File: src/design/csdo_pkg.sv
// ----------------------------------------------------------------------------
// csdo_pkg
// Shared constants, codes and controller/datapath signal groups for the
// CANopen SDO client.
// ----------------------------------------------------------------------------
package csdo_pkg;

    // Default buffer size in bytes
    localparam int BUF_BYTES_DEF = 256;

    // Configuration port
    localparam int          PADDR_W       = 3;
    localparam logic [2:0]  REG_NODE_ADDR = 3'd0;
    localparam logic [6:0]  NODE_ID_RST   = 7'd1;

    // CAN identifiers
    localparam logic [10:0] TX_ID_BASE = 11'h600;
    localparam logic [10:0] RX_ID_BASE = 11'h580;

    // Request function codes
    localparam logic [2:0] FN_POLL  = 3'd0;
    localparam logic [2:0] FN_WRITE = 3'd1;
    localparam logic [2:0] FN_READ  = 3'd2;
    localparam logic [2:0] FN_LOAD  = 3'd3;
    localparam logic [2:0] FN_PEEK  = 3'd4;

    // SDO command specifiers seen in replies
    localparam logic [2:0] CS_UP_SEG   = 3'd0;
    localparam logic [2:0] CS_DN_SEG   = 3'd1;
    localparam logic [2:0] CS_UP_INIT  = 3'd2;
    localparam logic [2:0] CS_DN_INIT  = 3'd3;
    localparam logic [2:0] CS_ABORT    = 3'd4;

    // Request command bytes
    localparam logic [7:0] CMD_DN_EXP0 = 8'h22;
    localparam logic [7:0] CMD_DN_SEG  = 8'h21;
    localparam logic [7:0] CMD_UP_INIT = 8'h40;

    // Controller to datapath commands
    typedef struct packed {
        logic       accept;
        logic       eval;
        logic       copy_we;
        logic       rd_capture;
        logic [2:0] idx;
    } cmd_t;

    // Datapath to controller status: byte copy plan of the current item
    typedef struct packed {
        logic       to_buf;
        logic [2:0] cnt;
    } sts_t;

endpackage

File: src/design/csdo_if.sv
// ----------------------------------------------------------------------------
// csdo_in_if / csdo_out_if
// Valid/ready channels carrying one request item and one result item.
// ----------------------------------------------------------------------------
interface csdo_in_if;
    logic        valid;
    logic        ready;
    logic [2:0]  func;
    logic [15:0] index;
    logic [7:0]  subindex;
    logic [7:0]  length;
    logic [7:0]  byte_addr;
    logic [7:0]  byte_value;
    logic        rx_valid;
    logic [10:0] rx_cob_id;
    logic [63:0] rx_frame;
    logic        tx_ok;

    modport source (
        output valid, func, index, subindex, length, byte_addr, byte_value,
               rx_valid, rx_cob_id, rx_frame, tx_ok,
        input  ready
    );
    modport sink (
        input  valid, func, index, subindex, length, byte_addr, byte_value,
               rx_valid, rx_cob_id, rx_frame, tx_ok,
        output ready
    );
endinterface

interface csdo_out_if;
    logic        valid;
    logic        ready;
    logic        tx_valid;
    logic [10:0] tx_cob_id;
    logic [63:0] tx_frame;
    logic        accepted;
    logic        idle;
    logic        had_error;
    logic [31:0] abort_word;
    logic [8:0]  bytes_done;
    logic [7:0]  data_byte;

    modport source (
        output valid, tx_valid, tx_cob_id, tx_frame, accepted, idle, had_error,
               abort_word, bytes_done, data_byte,
        input  ready
    );
    modport sink (
        input  valid, tx_valid, tx_cob_id, tx_frame, accepted, idle, had_error,
               abort_word, bytes_done, data_byte,
        output ready
    );
endinterface

File: src/design/csdo_ctrl.sv
// ----------------------------------------------------------------------------
// csdo_ctrl
// Item sequencer: accept, evaluate, byte copy loop, result hold.
// ----------------------------------------------------------------------------
module csdo_ctrl (
    input  logic              clk,
    input  logic              rst_n,
    input  logic              in_valid,
    output logic              in_ready,
    output logic              out_valid,
    input  logic              out_ready,
    input  csdo_pkg::sts_t    sts,
    output csdo_pkg::cmd_t    cmd
);

    typedef enum logic [2:0] {
        S_IDLE,
        S_EVAL,
        S_ROUTE,
        S_WRITE,
        S_RADDR,
        S_RDATA,
        S_OUT
    } state_t;

    state_t     state_reg, state_next;
    logic [2:0] i_reg, i_next;
    logic       in_ready_reg, in_ready_next;
    logic       out_valid_reg, out_valid_next;
    logic       last_byte;

    assign last_byte = (i_reg == sts.cnt - 3'd1);

    // Next state
    always_comb
    begin
        state_next = state_reg;
        i_next     = i_reg;
        case (state_reg)
            S_IDLE:
            begin
                if (in_valid && in_ready_reg)
                begin
                    state_next = S_EVAL;
                end
            end
            S_EVAL:
            begin
                state_next = S_ROUTE;
            end
            S_ROUTE:
            begin
                i_next = 3'd0;
                if (sts.cnt == 3'd0)
                begin
                    state_next = S_OUT;
                end
                else if (sts.to_buf)
                begin
                    state_next = S_WRITE;
                end
                else
                begin
                    state_next = S_RADDR;
                end
            end
            S_WRITE:
            begin
                if (last_byte)
                begin
                    state_next = S_OUT;
                end
                else
                begin
                    i_next = i_reg + 3'd1;
                end
            end
            S_RADDR:
            begin
                state_next = S_RDATA;
            end
            S_RDATA:
            begin
                if (last_byte)
                begin
                    state_next = S_OUT;
                end
                else
                begin
                    i_next     = i_reg + 3'd1;
                    state_next = S_RADDR;
                end
            end
            S_OUT:
            begin
                if (out_ready)
                begin
                    state_next = S_IDLE;
                end
            end
            default:
            begin
                state_next = S_IDLE;
            end
        endcase
        in_ready_next  = (state_next == S_IDLE);
        out_valid_next = (state_next == S_OUT);
    end

    // Hold state and handshake outputs
    always_ff @(posedge clk or negedge rst_n)
    begin
        if (!rst_n)
        begin
            state_reg     <= S_IDLE;
            i_reg         <= 3'd0;
            in_ready_reg  <= 1'b1;
            out_valid_reg <= 1'b0;
        end
        else
        begin
            state_reg     <= state_next;
            i_reg         <= i_next;
            in_ready_reg  <= in_ready_next;
            out_valid_reg <= out_valid_next;
        end
    end

    assign in_ready  = in_ready_reg;
    assign out_valid = out_valid_reg;

    // Commands to the datapath
    always_comb
    begin
        cmd            = '0;
        cmd.accept     = (state_reg == S_IDLE) && in_valid && in_ready_reg;
        cmd.eval       = (state_reg == S_EVAL);
        cmd.copy_we    = (state_reg == S_WRITE);
        cmd.rd_capture = (state_reg == S_RDATA);
        cmd.idx        = i_reg;
    end

endmodule

File: src/design/csdo_dp.sv
// ----------------------------------------------------------------------------
// csdo_dp
// SDO transfer state, frame build/parse and the byte buffer memory.
// ----------------------------------------------------------------------------
module csdo_dp #(
    parameter int BUF_BYTES = csdo_pkg::BUF_BYTES_DEF
) (
    input  logic              clk,
    input  logic              rst_n,
    input  csdo_pkg::cmd_t    cmd,
    output csdo_pkg::sts_t    sts,
    input  logic              node_we,
    input  logic [6:0]        node_wdata,
    output logic [6:0]        node_id,
    input  logic [2:0]        func,
    input  logic [15:0]       index,
    input  logic [7:0]        subindex,
    input  logic [7:0]        length,
    input  logic [7:0]        byte_addr,
    input  logic [7:0]        byte_value,
    input  logic              rx_valid,
    input  logic [10:0]       rx_cob_id,
    input  logic [63:0]       rx_frame,
    input  logic              tx_ok,
    output logic              tx_valid,
    output logic [10:0]       tx_cob_id,
    output logic [63:0]       tx_frame,
    output logic              accepted,
    output logic              idle,
    output logic              had_error,
    output logic [31:0]       abort_word,
    output logic [8:0]        bytes_done,
    output logic [7:0]        data_byte
);

    localparam int AW  = $clog2(BUF_BYTES);
    localparam int CW  = ($clog2(BUF_BYTES + 1) > 9) ? $clog2(BUF_BYTES + 1) : 9;
    localparam int CW1 = CW + 1;

    typedef enum logic [3:0] {
        PH_INIT    = 4'd0,
        PH_IDLE    = 4'd1,
        PH_WR_TX   = 4'd2,
        PH_WR_RX   = 4'd3,
        PH_WSEG_TX = 4'd4,
        PH_WSEG_RX = 4'd5,
        PH_RD_TX   = 4'd6,
        PH_RD_RX   = 4'd7,
        PH_RSEG_TX = 4'd8,
        PH_RSEG_RX = 4'd9,
        PH_DONE    = 4'd10,
        PH_ERROR   = 4'd11
    } phase_t;

    function automatic logic [63:0] hdr(input logic [7:0] cb, input logic [15:0] ix,
                                        input logic [7:0] sb);
        hdr = {32'd0, sb, ix, cb};
    endfunction

    // Item registers
    logic [2:0]  func_reg;
    logic [15:0] idx_reg;
    logic [7:0]  sub_reg, len_reg, addr_reg, val_reg;
    logic        rx_reg, ok_reg;
    logic [63:0] rxf_reg;

    // Transfer state
    logic [6:0]  node_reg;
    phase_t      phase_reg, phase_next;
    logic [15:0] oidx_reg, oidx_next;
    logic [7:0]  osub_reg, osub_next;
    logic [31:0] total_reg, total_next;
    logic [CW-1:0] done_reg, done_next;
    logic        tog_reg, tog_next;
    logic [31:0] abort_reg, abort_next;
    logic        err_reg, err_next;

    // Result and copy plan
    logic        txv_reg, txv_next;
    logic [63:0] txf_reg, txf_next;
    logic        acc_reg, acc_next;
    logic [7:0]  dbyte_reg;
    logic        to_buf_reg, to_buf_next;
    logic [2:0]  cnt_reg, cnt_next;
    logic [CW1-1:0] base_reg, base_next;
    logic [2:0]  off_reg, off_next;
    logic        use_item_reg, use_item_next;

    // Buffer memory
    logic [7:0]  buf_mem [BUF_BYTES];
    logic [7:0]  rd_data_reg;

    // Reply decode
    logic [7:0]  b0;
    logic [2:0]  cs;
    logic        tg, sbit, hdr_ok;
    logic [31:0] diff;
    logic [2:0]  size;
    logic [CW1-1:0] seg_end;

    assign b0     = rxf_reg[7:0];
    assign cs     = b0[7:5];
    assign tg     = b0[4];
    assign sbit   = b0[0];
    assign hdr_ok = (rxf_reg[23:8] == oidx_reg) && (rxf_reg[31:24] == osub_reg);
    assign diff   = total_reg - 32'(done_reg);

    // Evaluate one item against the transfer state
    always_comb
    begin
        phase_next    = phase_reg;
        oidx_next     = oidx_reg;
        osub_next     = osub_reg;
        total_next    = total_reg;
        done_next     = done_reg;
        tog_next      = tog_reg;
        abort_next    = abort_reg;
        err_next      = err_reg;
        txv_next      = 1'b0;
        txf_next      = 64'd0;
        acc_next      = 1'b0;
        to_buf_next   = 1'b0;
        cnt_next      = 3'd0;
        base_next     = '0;
        off_next      = 3'd0;
        use_item_next = 1'b0;
        size          = 3'd0;
        seg_end       = '0;
        case (func_reg)
            csdo_pkg::FN_POLL:
            begin
                case (phase_reg)
                    PH_INIT:
                    begin
                        phase_next = PH_IDLE;
                    end
                    PH_IDLE:
                    begin
                        phase_next = PH_IDLE;
                    end
                    PH_WR_TX:
                    begin
                        if (total_reg == 32'd0)
                        begin
                            txf_next  = hdr(csdo_pkg::CMD_DN_EXP0, oidx_reg, osub_reg);
                            done_next = '0;
                        end
                        else if (total_reg <= 32'd4)
                        begin
                            txf_next  = hdr({3'b001, 1'b0, 2'(3'd4 - total_reg[2:0]), 2'b11},
                                            oidx_reg, osub_reg);
                            cnt_next  = total_reg[2:0];
                            off_next  = 3'd4;
                            done_next = CW'(total_reg[2:0]);
                        end
                        else
                        begin
                            txf_next  = hdr(csdo_pkg::CMD_DN_SEG, oidx_reg, osub_reg)
                                        | {total_reg, 32'd0};
                            done_next = '0;
                        end
                        txv_next   = ok_reg;
                        phase_next = ok_reg ? PH_WR_RX : PH_ERROR;
                    end
                    PH_WR_RX:
                    begin
                        if (rx_reg)
                        begin
                            if (hdr_ok && cs == csdo_pkg::CS_DN_INIT)
                            begin
                                if (32'(done_reg) == total_reg)
                                begin
                                    phase_next = PH_DONE;
                                end
                                else
                                begin
                                    phase_next = PH_WSEG_TX;
                                    tog_next   = 1'b0;
                                end
                            end
                            else
                            begin
                                if (cs == csdo_pkg::CS_ABORT)
                                begin
                                    abort_next = rxf_reg[63:32];
                                end
                                phase_next = PH_ERROR;
                            end
                        end
                    end
                    PH_WSEG_TX:
                    begin
                        if (total_reg > 32'(done_reg))
                        begin
                            size = (diff > 32'd7) ? 3'd7 : diff[2:0];
                        end
                        cnt_next   = size;
                        base_next  = CW1'(done_reg);
                        off_next   = 3'd1;
                        done_next  = done_reg + CW'(size);
                        txf_next   = {56'd0, 3'b000, tog_reg, 3'd7 - size, size != 3'd7};
                        txv_next   = ok_reg;
                        phase_next = ok_reg ? PH_WSEG_RX : PH_ERROR;
                    end
                    PH_WSEG_RX:
                    begin
                        if (rx_reg)
                        begin
                            if (cs == csdo_pkg::CS_DN_SEG && tg == tog_reg)
                            begin
                                if (32'(done_reg) == total_reg)
                                begin
                                    phase_next = PH_DONE;
                                end
                                else
                                begin
                                    phase_next = PH_WSEG_TX;
                                    tog_next   = ~tog_reg;
                                end
                            end
                            else
                            begin
                                if (cs == csdo_pkg::CS_ABORT)
                                begin
                                    abort_next = rxf_reg[63:32];
                                end
                                phase_next = PH_ERROR;
                            end
                        end
                    end
                    PH_RD_TX:
                    begin
                        txf_next   = hdr(csdo_pkg::CMD_UP_INIT, oidx_reg, osub_reg);
                        txv_next   = ok_reg;
                        phase_next = ok_reg ? PH_RD_RX : PH_ERROR;
                    end
                    PH_RD_RX:
                    begin
                        if (rx_reg)
                        begin
                            if (hdr_ok && cs == csdo_pkg::CS_UP_INIT)
                            begin
                                if (b0[1])
                                begin
                                    size        = sbit ? 3'd4 - {1'b0, b0[3:2]} : 3'd4;
                                    to_buf_next = 1'b1;
                                    cnt_next    = size;
                                    off_next    = 3'd4;
                                    done_next   = CW'(size);
                                    phase_next  = PH_DONE;
                                end
                                else
                                begin
                                    total_next = sbit ? rxf_reg[63:32] : 32'hFFFF_FFFF;
                                    phase_next = PH_RSEG_TX;
                                    done_next  = '0;
                                    tog_next   = 1'b0;
                                end
                            end
                            else
                            begin
                                if (cs == csdo_pkg::CS_ABORT)
                                begin
                                    abort_next = rxf_reg[63:32];
                                end
                                phase_next = PH_ERROR;
                            end
                        end
                    end
                    PH_RSEG_TX:
                    begin
                        txf_next   = {56'd0, 3'b011, tog_reg, 4'd0};
                        txv_next   = ok_reg;
                        phase_next = ok_reg ? PH_RSEG_RX : PH_ERROR;
                    end
                    PH_RSEG_RX:
                    begin
                        if (rx_reg)
                        begin
                            if (cs == csdo_pkg::CS_UP_SEG && tg == tog_reg)
                            begin
                                size    = sbit ? 3'd7 - b0[3:1] : 3'd7;
                                seg_end = CW1'(done_reg) + CW1'(size);
                                if (seg_end > CW1'(BUF_BYTES))
                                begin
                                    phase_next = PH_ERROR;
                                end
                                else
                                begin
                                    to_buf_next = 1'b1;
                                    cnt_next    = size;
                                    base_next   = CW1'(done_reg);
                                    off_next    = 3'd1;
                                    done_next   = seg_end[CW-1:0];
                                    if (sbit)
                                    begin
                                        phase_next = PH_DONE;
                                    end
                                    else
                                    begin
                                        tog_next   = ~tog_reg;
                                        phase_next = PH_RSEG_TX;
                                    end
                                end
                            end
                            else
                            begin
                                if (cs == csdo_pkg::CS_ABORT)
                                begin
                                    abort_next = rxf_reg[63:32];
                                end
                                phase_next = PH_ERROR;
                            end
                        end
                    end
                    PH_DONE:
                    begin
                        phase_next = PH_IDLE;
                    end
                    default:
                    begin
                        err_next   = 1'b1;
                        phase_next = PH_INIT;
                    end
                endcase
            end
            csdo_pkg::FN_WRITE, csdo_pkg::FN_READ:
            begin
                if (phase_reg == PH_IDLE && idx_reg != 16'd0)
                begin
                    acc_next   = 1'b1;
                    err_next   = 1'b0;
                    oidx_next  = idx_reg;
                    osub_next  = sub_reg;
                    total_next = 32'(len_reg);
                    if (func_reg == csdo_pkg::FN_WRITE)
                    begin
                        abort_next = 32'd0;
                        phase_next = PH_WR_TX;
                    end
                    else
                    begin
                        phase_next = PH_RD_TX;
                    end
                end
            end
            csdo_pkg::FN_LOAD:
            begin
                to_buf_next   = 1'b1;
                cnt_next      = 3'd1;
                base_next     = CW1'(addr_reg);
                use_item_next = 1'b1;
            end
            csdo_pkg::FN_PEEK:
            begin
                cnt_next      = 3'd1;
                base_next     = CW1'(addr_reg);
                use_item_next = 1'b1;
            end
            default:
            begin
                cnt_next = 3'd0;
            end
        endcase
    end

    // Byte copy addressing
    logic [CW1-1:0] a_full;
    logic           a_in;
    logic [2:0]     pos;
    logic [7:0]     wr_byte, rd_byte;

    assign a_full  = base_reg + CW1'(cmd.idx);
    assign a_in    = (a_full < CW1'(BUF_BYTES));
    assign pos     = off_reg + cmd.idx;
    assign wr_byte = use_item_reg ? val_reg : rxf_reg[{pos, 3'b000} +: 8];
    assign rd_byte = a_in ? rd_data_reg : 8'd0;

    // Buffer write and registered read
    always_ff @(posedge clk)
    begin
        if (cmd.copy_we && a_in)
        begin
            buf_mem[a_full[AW-1:0]] <= wr_byte;
        end
        rd_data_reg <= buf_mem[a_full[AW-1:0]];
    end

    // Capture the item
    always_ff @(posedge clk)
    begin
        if (cmd.accept)
        begin
            func_reg <= func;
            idx_reg  <= index;
            sub_reg  <= subindex;
            len_reg  <= length;
            addr_reg <= byte_addr;
            val_reg  <= byte_value;
            rx_reg   <= rx_valid && (rx_cob_id == csdo_pkg::RX_ID_BASE + 11'(node_reg));
            rxf_reg  <= rx_frame;
            ok_reg   <= tx_ok;
        end
    end

    // Result payload: frame and peeked byte
    always_ff @(posedge clk)
    begin
        if (cmd.eval)
        begin
            txf_reg   <= txf_next;
            dbyte_reg <= 8'd0;
        end
        else if (cmd.rd_capture)
        begin
            if (use_item_reg)
            begin
                dbyte_reg <= rd_byte;
            end
            else
            begin
                txf_reg[{pos, 3'b000} +: 8] <= rd_byte;
            end
        end
    end

    // Transfer state update
    always_ff @(posedge clk or negedge rst_n)
    begin
        if (!rst_n)
        begin
            node_reg     <= csdo_pkg::NODE_ID_RST;
            phase_reg    <= PH_INIT;
            oidx_reg     <= 16'd0;
            osub_reg     <= 8'd0;
            total_reg    <= 32'd0;
            done_reg     <= '0;
            tog_reg      <= 1'b0;
            abort_reg    <= 32'd0;
            err_reg      <= 1'b0;
            txv_reg      <= 1'b0;
            acc_reg      <= 1'b0;
            to_buf_reg   <= 1'b0;
            cnt_reg      <= 3'd0;
            base_reg     <= '0;
            off_reg      <= 3'd0;
            use_item_reg <= 1'b0;
        end
        else
        begin
            if (node_we)
            begin
                node_reg <= node_wdata;
            end
            if (cmd.eval)
            begin
                phase_reg    <= phase_next;
                oidx_reg     <= oidx_next;
                osub_reg     <= osub_next;
                total_reg    <= total_next;
                done_reg     <= done_next;
                tog_reg      <= tog_next;
                abort_reg    <= abort_next;
                err_reg      <= err_next;
                txv_reg      <= txv_next;
                acc_reg      <= acc_next;
                to_buf_reg   <= to_buf_next;
                cnt_reg      <= cnt_next;
                base_reg     <= base_next;
                off_reg      <= off_next;
                use_item_reg <= use_item_next;
            end
        end
    end

    assign sts.to_buf = to_buf_reg;
    assign sts.cnt    = cnt_reg;

    assign node_id    = node_reg;
    assign tx_valid   = txv_reg;
    assign tx_cob_id  = txv_reg ? csdo_pkg::TX_ID_BASE + 11'(node_reg) : 11'd0;
    assign tx_frame   = txv_reg ? txf_reg : 64'd0;
    assign accepted   = acc_reg;
    assign idle       = (phase_reg == PH_IDLE);
    assign had_error  = err_reg;
    assign abort_word = abort_reg;
    assign bytes_done = done_reg[8:0];
    assign data_byte  = dbyte_reg;

endmodule

File: src/design/canopen_sdo_client_unit.sv
// ----------------------------------------------------------------------------
// canopen_sdo_client_unit
// CANopen SDO client: expedited and segmented download/upload, one request
// item in, one result item out.
//
//   channel | dir | handshake      | content
//   --------+-----+----------------+----------------------------------------
//   in_ch   | in  | valid/ready    | func, object, buffer byte, rx frame
//   out_ch  | out | valid/ready    | tx frame, status, abort code, byte
//   apb     | in  | psel/penable   | node_id at address 0
//
// One item at a time. After the input transfer the item is evaluated and
// routed; the byte copy loop then writes each buffer byte, or addresses and
// captures each buffer byte read (registered memory read), over the single
// buffer port. The result holds until taken; a new item is taken the
// cycle after. Reset is asynchronous, active low; the buffer is not cleared.
// ----------------------------------------------------------------------------
module canopen_sdo_client_unit #(
    parameter int BUF_BYTES = csdo_pkg::BUF_BYTES_DEF
) (
    input  logic                         clk,
    input  logic                         rst_n,
    csdo_in_if.sink                      in_ch,
    csdo_out_if.source                   out_ch,
    input  logic                         psel,
    input  logic                         penable,
    input  logic                         pwrite,
    input  logic [csdo_pkg::PADDR_W-1:0] paddr,
    input  logic [31:0]                  pwdata,
    output logic [31:0]                  prdata,
    output logic                         pready
);

    csdo_pkg::cmd_t cmd;
    csdo_pkg::sts_t sts;
    logic           node_we;
    logic [6:0]     node_id;

    // Register access
    assign pready  = 1'b1;
    assign node_we = psel && penable && pwrite && (paddr == csdo_pkg::REG_NODE_ADDR);
    assign prdata  = (paddr == csdo_pkg::REG_NODE_ADDR) ? 32'(node_id) : 32'd0;

    csdo_ctrl u_ctrl (
        .clk       (clk),
        .rst_n     (rst_n),
        .in_valid  (in_ch.valid),
        .in_ready  (in_ch.ready),
        .out_valid (out_ch.valid),
        .out_ready (out_ch.ready),
        .sts       (sts),
        .cmd       (cmd)
    );

    csdo_dp #(
        .BUF_BYTES (BUF_BYTES)
    ) u_dp (
        .clk        (clk),
        .rst_n      (rst_n),
        .cmd        (cmd),
        .sts        (sts),
        .node_we    (node_we),
        .node_wdata (pwdata[6:0]),
        .node_id    (node_id),
        .func       (in_ch.func),
        .index      (in_ch.index),
        .subindex   (in_ch.subindex),
        .length     (in_ch.length),
        .byte_addr  (in_ch.byte_addr),
        .byte_value (in_ch.byte_value),
        .rx_valid   (in_ch.rx_valid),
        .rx_cob_id  (in_ch.rx_cob_id),
        .rx_frame   (in_ch.rx_frame),
        .tx_ok      (in_ch.tx_ok),
        .tx_valid   (out_ch.tx_valid),
        .tx_cob_id  (out_ch.tx_cob_id),
        .tx_frame   (out_ch.tx_frame),
        .accepted   (out_ch.accepted),
        .idle       (out_ch.idle),
        .had_error  (out_ch.had_error),
        .abort_word (out_ch.abort_word),
        .bytes_done (out_ch.bytes_done),
        .data_byte  (out_ch.data_byte)
    );

    // Never take an item while a result is pending
    a_no_overlap: assert property (@(posedge clk) disable iff (!rst_n)
        !(in_ch.ready && out_ch.valid))
        else $error("input ready while result pending");

    // A result never follows its item in the very next cycle
    a_min_latency: assert property (@(posedge clk) disable iff (!rst_n)
        (in_ch.valid && in_ch.ready) |=> !out_ch.valid)
        else $error("result too early");

    // A taken start leaves the machine busy
    a_start_busy: assert property (@(posedge clk) disable iff (!rst_n)
        (out_ch.valid && out_ch.accepted) |-> !out_ch.idle)
        else $error("accepted start reports idle");

endmodule

File: src/flat_wrapper.sv
// flat-port wrapper written by rule: the top's interface ports become plain ports
module canopen_sdo_client_unit_flat 
#(
    parameter int BUF_BYTES = csdo_pkg::BUF_BYTES_DEF
)
  (clk, rst_n, psel, penable, pwrite, paddr, pwdata, prdata, pready, in_ch_valid, in_ch_func, in_ch_index, in_ch_subindex, in_ch_length, in_ch_byte_addr, in_ch_byte_value, in_ch_rx_valid, in_ch_rx_cob_id, in_ch_rx_frame, in_ch_tx_ok, in_ch_ready, out_ch_valid, out_ch_tx_valid, out_ch_tx_cob_id, out_ch_tx_frame, out_ch_accepted, out_ch_idle, out_ch_had_error, out_ch_abort_word, out_ch_bytes_done, out_ch_data_byte, out_ch_ready);
  csdo_in_if in_ch_i ();
  csdo_out_if out_ch_i ();
  input  logic clk;
  input  logic rst_n;
  input  logic psel;
  input  logic penable;
  input  logic pwrite;
  input  logic [csdo_pkg::PADDR_W-1:0] paddr;
  input  logic [31:0] pwdata;
  output logic [31:0] prdata;
  output logic pready;
  input wire logic [$bits(in_ch_i.valid)-1:0] in_ch_valid;
  input wire logic [$bits(in_ch_i.func)-1:0] in_ch_func;
  input wire logic [$bits(in_ch_i.index)-1:0] in_ch_index;
  input wire logic [$bits(in_ch_i.subindex)-1:0] in_ch_subindex;
  input wire logic [$bits(in_ch_i.length)-1:0] in_ch_length;
  input wire logic [$bits(in_ch_i.byte_addr)-1:0] in_ch_byte_addr;
  input wire logic [$bits(in_ch_i.byte_value)-1:0] in_ch_byte_value;
  input wire logic [$bits(in_ch_i.rx_valid)-1:0] in_ch_rx_valid;
  input wire logic [$bits(in_ch_i.rx_cob_id)-1:0] in_ch_rx_cob_id;
  input wire logic [$bits(in_ch_i.rx_frame)-1:0] in_ch_rx_frame;
  input wire logic [$bits(in_ch_i.tx_ok)-1:0] in_ch_tx_ok;
  output wire logic [$bits(in_ch_i.ready)-1:0] in_ch_ready;
  output wire logic [$bits(out_ch_i.valid)-1:0] out_ch_valid;
  output wire logic [$bits(out_ch_i.tx_valid)-1:0] out_ch_tx_valid;
  output wire logic [$bits(out_ch_i.tx_cob_id)-1:0] out_ch_tx_cob_id;
  output wire logic [$bits(out_ch_i.tx_frame)-1:0] out_ch_tx_frame;
  output wire logic [$bits(out_ch_i.accepted)-1:0] out_ch_accepted;
  output wire logic [$bits(out_ch_i.idle)-1:0] out_ch_idle;
  output wire logic [$bits(out_ch_i.had_error)-1:0] out_ch_had_error;
  output wire logic [$bits(out_ch_i.abort_word)-1:0] out_ch_abort_word;
  output wire logic [$bits(out_ch_i.bytes_done)-1:0] out_ch_bytes_done;
  output wire logic [$bits(out_ch_i.data_byte)-1:0] out_ch_data_byte;
  input wire logic [$bits(out_ch_i.ready)-1:0] out_ch_ready;
  assign in_ch_i.valid = in_ch_valid;
  assign in_ch_i.func = in_ch_func;
  assign in_ch_i.index = in_ch_index;
  assign in_ch_i.subindex = in_ch_subindex;
  assign in_ch_i.length = in_ch_length;
  assign in_ch_i.byte_addr = in_ch_byte_addr;
  assign in_ch_i.byte_value = in_ch_byte_value;
  assign in_ch_i.rx_valid = in_ch_rx_valid;
  assign in_ch_i.rx_cob_id = in_ch_rx_cob_id;
  assign in_ch_i.rx_frame = in_ch_rx_frame;
  assign in_ch_i.tx_ok = in_ch_tx_ok;
  assign in_ch_ready = in_ch_i.ready;
  assign out_ch_valid = out_ch_i.valid;
  assign out_ch_tx_valid = out_ch_i.tx_valid;
  assign out_ch_tx_cob_id = out_ch_i.tx_cob_id;
  assign out_ch_tx_frame = out_ch_i.tx_frame;
  assign out_ch_accepted = out_ch_i.accepted;
  assign out_ch_idle = out_ch_i.idle;
  assign out_ch_had_error = out_ch_i.had_error;
  assign out_ch_abort_word = out_ch_i.abort_word;
  assign out_ch_bytes_done = out_ch_i.bytes_done;
  assign out_ch_data_byte = out_ch_i.data_byte;
  assign out_ch_i.ready = out_ch_ready;
  canopen_sdo_client_unit #(.BUF_BYTES(BUF_BYTES)) u_core (.clk(clk), .rst_n(rst_n), .in_ch(in_ch_i), .out_ch(out_ch_i), .psel(psel), .penable(penable), .pwrite(pwrite), .paddr(paddr), .pwdata(pwdata), .prdata(prdata), .pready(pready));
endmodule
File: config.mk
export PLATFORM = sky130hd
export DESIGN_NAME = canopen_sdo_client_unit_flat
export DESIGN_NICKNAME = d
export VERILOG_FILES = /design/src/design/csdo_pkg.sv /design/src/design/csdo_if.sv /design/src/design/csdo_ctrl.sv /design/src/design/csdo_dp.sv /design/src/design/canopen_sdo_client_unit.sv /design/src/flat_wrapper.sv
export SDC_FILE = /design/constraint.sdc
export NUM_CORES = 2
export LEC_CHECK = 0
export ABC_CLOCK_PERIOD_IN_PS = 15000
export BUFFER_PORTS_ARGS = -buffer_cell sky130_fd_sc_hd__buf_2
export CORE_MARGIN = 1
export CORE_UTILIZATION = 25
export DETAILED_ROUTE_END_ITERATION = 16
export SLEW_MARGIN = 20
export SYNTH_ARGS = -nofsm -noshare
export SYNTH_HDL_FRONTEND = slang
export SYNTH_SLANG_ARGS = --single-unit
File: constraint.sdc
create_clock -name clk -period 15 [get_ports clk]
set_input_delay 0.75 -clock clk [delete_from_list [all_inputs] [get_ports clk]]
set_output_delay 0.75 -clock clk [all_outputs]
set_load 0.03 [all_outputs]
==> qor.csv <==
stage;metric;value;unit
outcome;status;complete, no violations;
critical_path;worst path bufs/invs;3;
final_layout;share of cells above drive strength 1;25.0;%
grt;GRT overflow;0;
timing;Clock Skew;0.0867;ns
cts;TritonCTS clock tree;yes;
power;Power Density;213;nW/um^2
synth;Main synth FF type;edfxtp_1;
synth;Synth Area in Adders;0.425;%
final_layout;nets;5634;
synth;post-synthesis mux area share;15.5;%
route;average wire per standard cell;24.5;um
timing;Final Critical Period;6.58;ns
critical_path;Crit. End Element;register;
synth;top-count cell post-synth;edfxtp_1;
synth;main combinational cell family by area after synthesis;multiplexers;
synth;Mapped Area;96000;um^2
cts;cts hold-fix bufs;3;
timing;RSZ-0062 raised after global routing;false;
timing;final hold violation count;0;
cts;Skew-Pair Late Insertion Delay;0.93;ns
cts;H-tree depth;4;
floorplanning;Die X;622;um
critical_path;CP peak stage delay;0.90;ns
grt;antenna violations before repair;15;
synth;top post-synthesis cells by count;edfxtp_1, mux4_2, nand2_1, nor2_1, clkbuf_1;
critical_path;Worst Path Max Fanout;41;
route;routed via count;50900;
timing;fin. max-slew vios;0;
power;Peak VDD IR;0.217;mV
synth;syn_area_per_cell;18.8;um^2
synth;Synthesis Warnings;0;
cts;CTS max path bufs;4;
floorplanning;overall die height;622;um
floorplanning;die area;386000;um^2
synth;Seq/Total Area, Yosys;73.6;%
timing;final setup violating endpoints;0;
timing;post-route setup TNS;0;ns
timing;Worst Tran Pin Value;1.20;ns
place;PortBufs;279;
critical_path;CP dominant cell by count;buf_4;
synth;Synth Instances;5112;
cts;clock tree sinks;2381;
floorplanning;initial core utilization;25.1;%
timing;final period utilization;43.9;%
synth;Synth cell types;86;
place;Placement Setup Slack;8.28;ns
synth;post-synth top area share;69.7;%
floorplanning;Row Count;227;
route;Vias/cell;4.77;
synth;Synth Area in Compound Gates;3.02;%
synth;post-synthesis xor/xnor area fraction;0.548;%
timing;fmax;0.152;GHz
timing;PnR worst setup slack;8.42;ns
cts;clk slew on worst S/H paths;0.07;ns
power;total power;23700;uW
cts;post_cts resized;0;
place;HPWL after DPL;163000;um
synth;EDFF count, synth;2229;
grt;GR Util All Layers;13.1;%
synth;FF+latch count, synth;2381;
critical_path;Cell Chain, Critical Path;ha_1, a21oi_1, xor2_4, buf_4, buf_4, buf_4, mux4_2, nand2_1, nand3_1, a311oi_1, a21oi_1;
critical_path;Critical Path Source Type;register;
synth;area leader, netlist;edfxtp_1;
synth;synthesized-area fraction occupied by and/or/nand/nor cells;5.26;%
route;DRC Markers;0;
route;DRT Wirelength;261000;um
final_layout;Final Core Density;29.1;%
critical_path;cell family with most CP delay;buffers and inverters;
cts;post-CTS setup buffer count;0;
final_layout;Layout area overhead;15.8;%
final_layout;max reg flops;2048;
synth;top post-synthesis cells by area;edfxtp_1, mux4_2, dfrtp_1;
grt;global-route wire length before repair;374000;um
critical_path;critical path type;reg2reg;
place;routability cong.;0.899;
route;Starting DRT DRC Count;5637;
power;Leak Pwr;0.0355;uW
timing;normalized max-slew margin;19.2;%
cts;Num CTS Buffers;235;
synth;asr flop ratio synth;5.71;%
route;Antenna Violating Nets Remaining;0;
min_path;class of the worst hold path;in2reg;
critical_path;Req. time, crit path;15.74;ns
floorplanning;# IOs;333;
route;iteration count of the initial detailed-routing pass;7;
timing;Hold Slack;0.0553;ns
grt;vias in the first global route;50900;
critical_path;slowest CP cell;a311oi_1;
flow_run;number of max-cap violations;0;
grt;largest net degree at the start of global routing;207;
floorplanning;Core Box Area;382000;um^2
cts;clk root buf;clkbuf_16;
critical_path;critical path arrival;7.32;ns
## stage by stage
stage	cell area [um^2]	instances
after global routing	111000	10700
after CTS	111000	10700
after global placement	104000	10200
after detailed placement	104000	10200
after floorplan	96100	5138
final	111000	10700
## kinds of logic after synthesis
logic type,after synthesis
compound gates,453
flops,2381
xor+xnor,60
other cells,2
simple gates,1119
buf+inv,367
mux,699
fa+ha+maj,31
## layer usage
metal | global-route usage, % | vias up | wire [um]
li1 | - | 21200 | -
met1 | 17.5 | 26900 | 106000
met2 | 21.7 | 2410 | 126000
met3 | 2.59 | 407 | 20600
met4 | 3.72 | 4 | 7900
met5 | 0 | - | 22
## worst register-to-register path, stage by stage, from the launching register on
cell and delay (ns):
dfrtp_1 0.51, ha_1 0.47, a21oi_1 0.69, xor2_4 0.57
buf_4 0.75, buf_4 0.85, buf_4 0.73, mux4_2 0.64
nand2_1 0.09, nand3_1 0.21, a311oi_1 0.90, a21oi_1 0.07
## cell type report
| type | instances | area (um^2) |
|---|---|---|
| tap | 5038 | 6300 |
| fill | 37200 | 271000 |
| inverter | 48 | 180 |
| timing repair buffer | 378 | 2300 |
| clock inverter | 130 | 1320 |
| multi-input combinational | 2390 | 24100 |
| clock buffer | 300 | 6290 |
| sequential | 2381 | 70700 |
| antenna | 2 | 5.00 |
## final timing paths
kind / start / endpoint / slack (ns) / depth (start not counted)
setup reg to reg: u_core.u_ctrl.i_reg[2] / u_core.u_dp.rd_data_reg[0] / 8.42 / 11
max in group asynchronous: rst_n / u_core.u_dp.tx_valid / 12.94 / 3
hold / removal: in_ch_byte_value[4] / u_core.u_dp.val_reg[4] / 0.06 / 1
hold reg to reg: u_core.u_dp.addr_reg[2] / u_core.u_dp.base_reg[2] / 0.47 / 2
min in group asynchronous: rst_n / u_core.u_dp.total_reg[30] / 0.55 / 2
setup / recovery: u_core.u_ctrl.i_reg[2] / u_core.u_dp.rd_data_reg[0] / 8.42 / 11
## where the power goes
| part | leakage [uW] | internal (uW) | switching [uW] |
|---|---|---|---|
| clock | 0.00372 | 3400 | 2510 |
| sequential | 0.0221 | 8630 | 310 |
| combinational | 0.00970 | 3450 | 5430 |
| total | 0.0355 | 15500 | 8250 |
## placed cells by master (no fill, tap or decap), types with 28 or more instances in the layout
master	Yosys	final
edfxtp_1	2229	2229
and3_1	50	50
mux2_2	33	33
xor2_1	34	30
clkbuf_16	0	241
o21ai_0	189	181
a21oi_1	68	67
clkinv_1	0	52
conb_1	2	28
buf_2	60	278
mux2i_1	42	42
dfrtp_1	134	133
a211oi_1	37	37
inv_1	47	47
buf_4	32	83
nand3_1	49	45
nor2_1	351	351
and2_1	88	88
mux4_2	624	624
clkinv_2	0	37
nor3_1	31	30
nand2_1	424	420
clkbuf_1	195	55
Note: power is estimated with default switching activity, not from simulation.
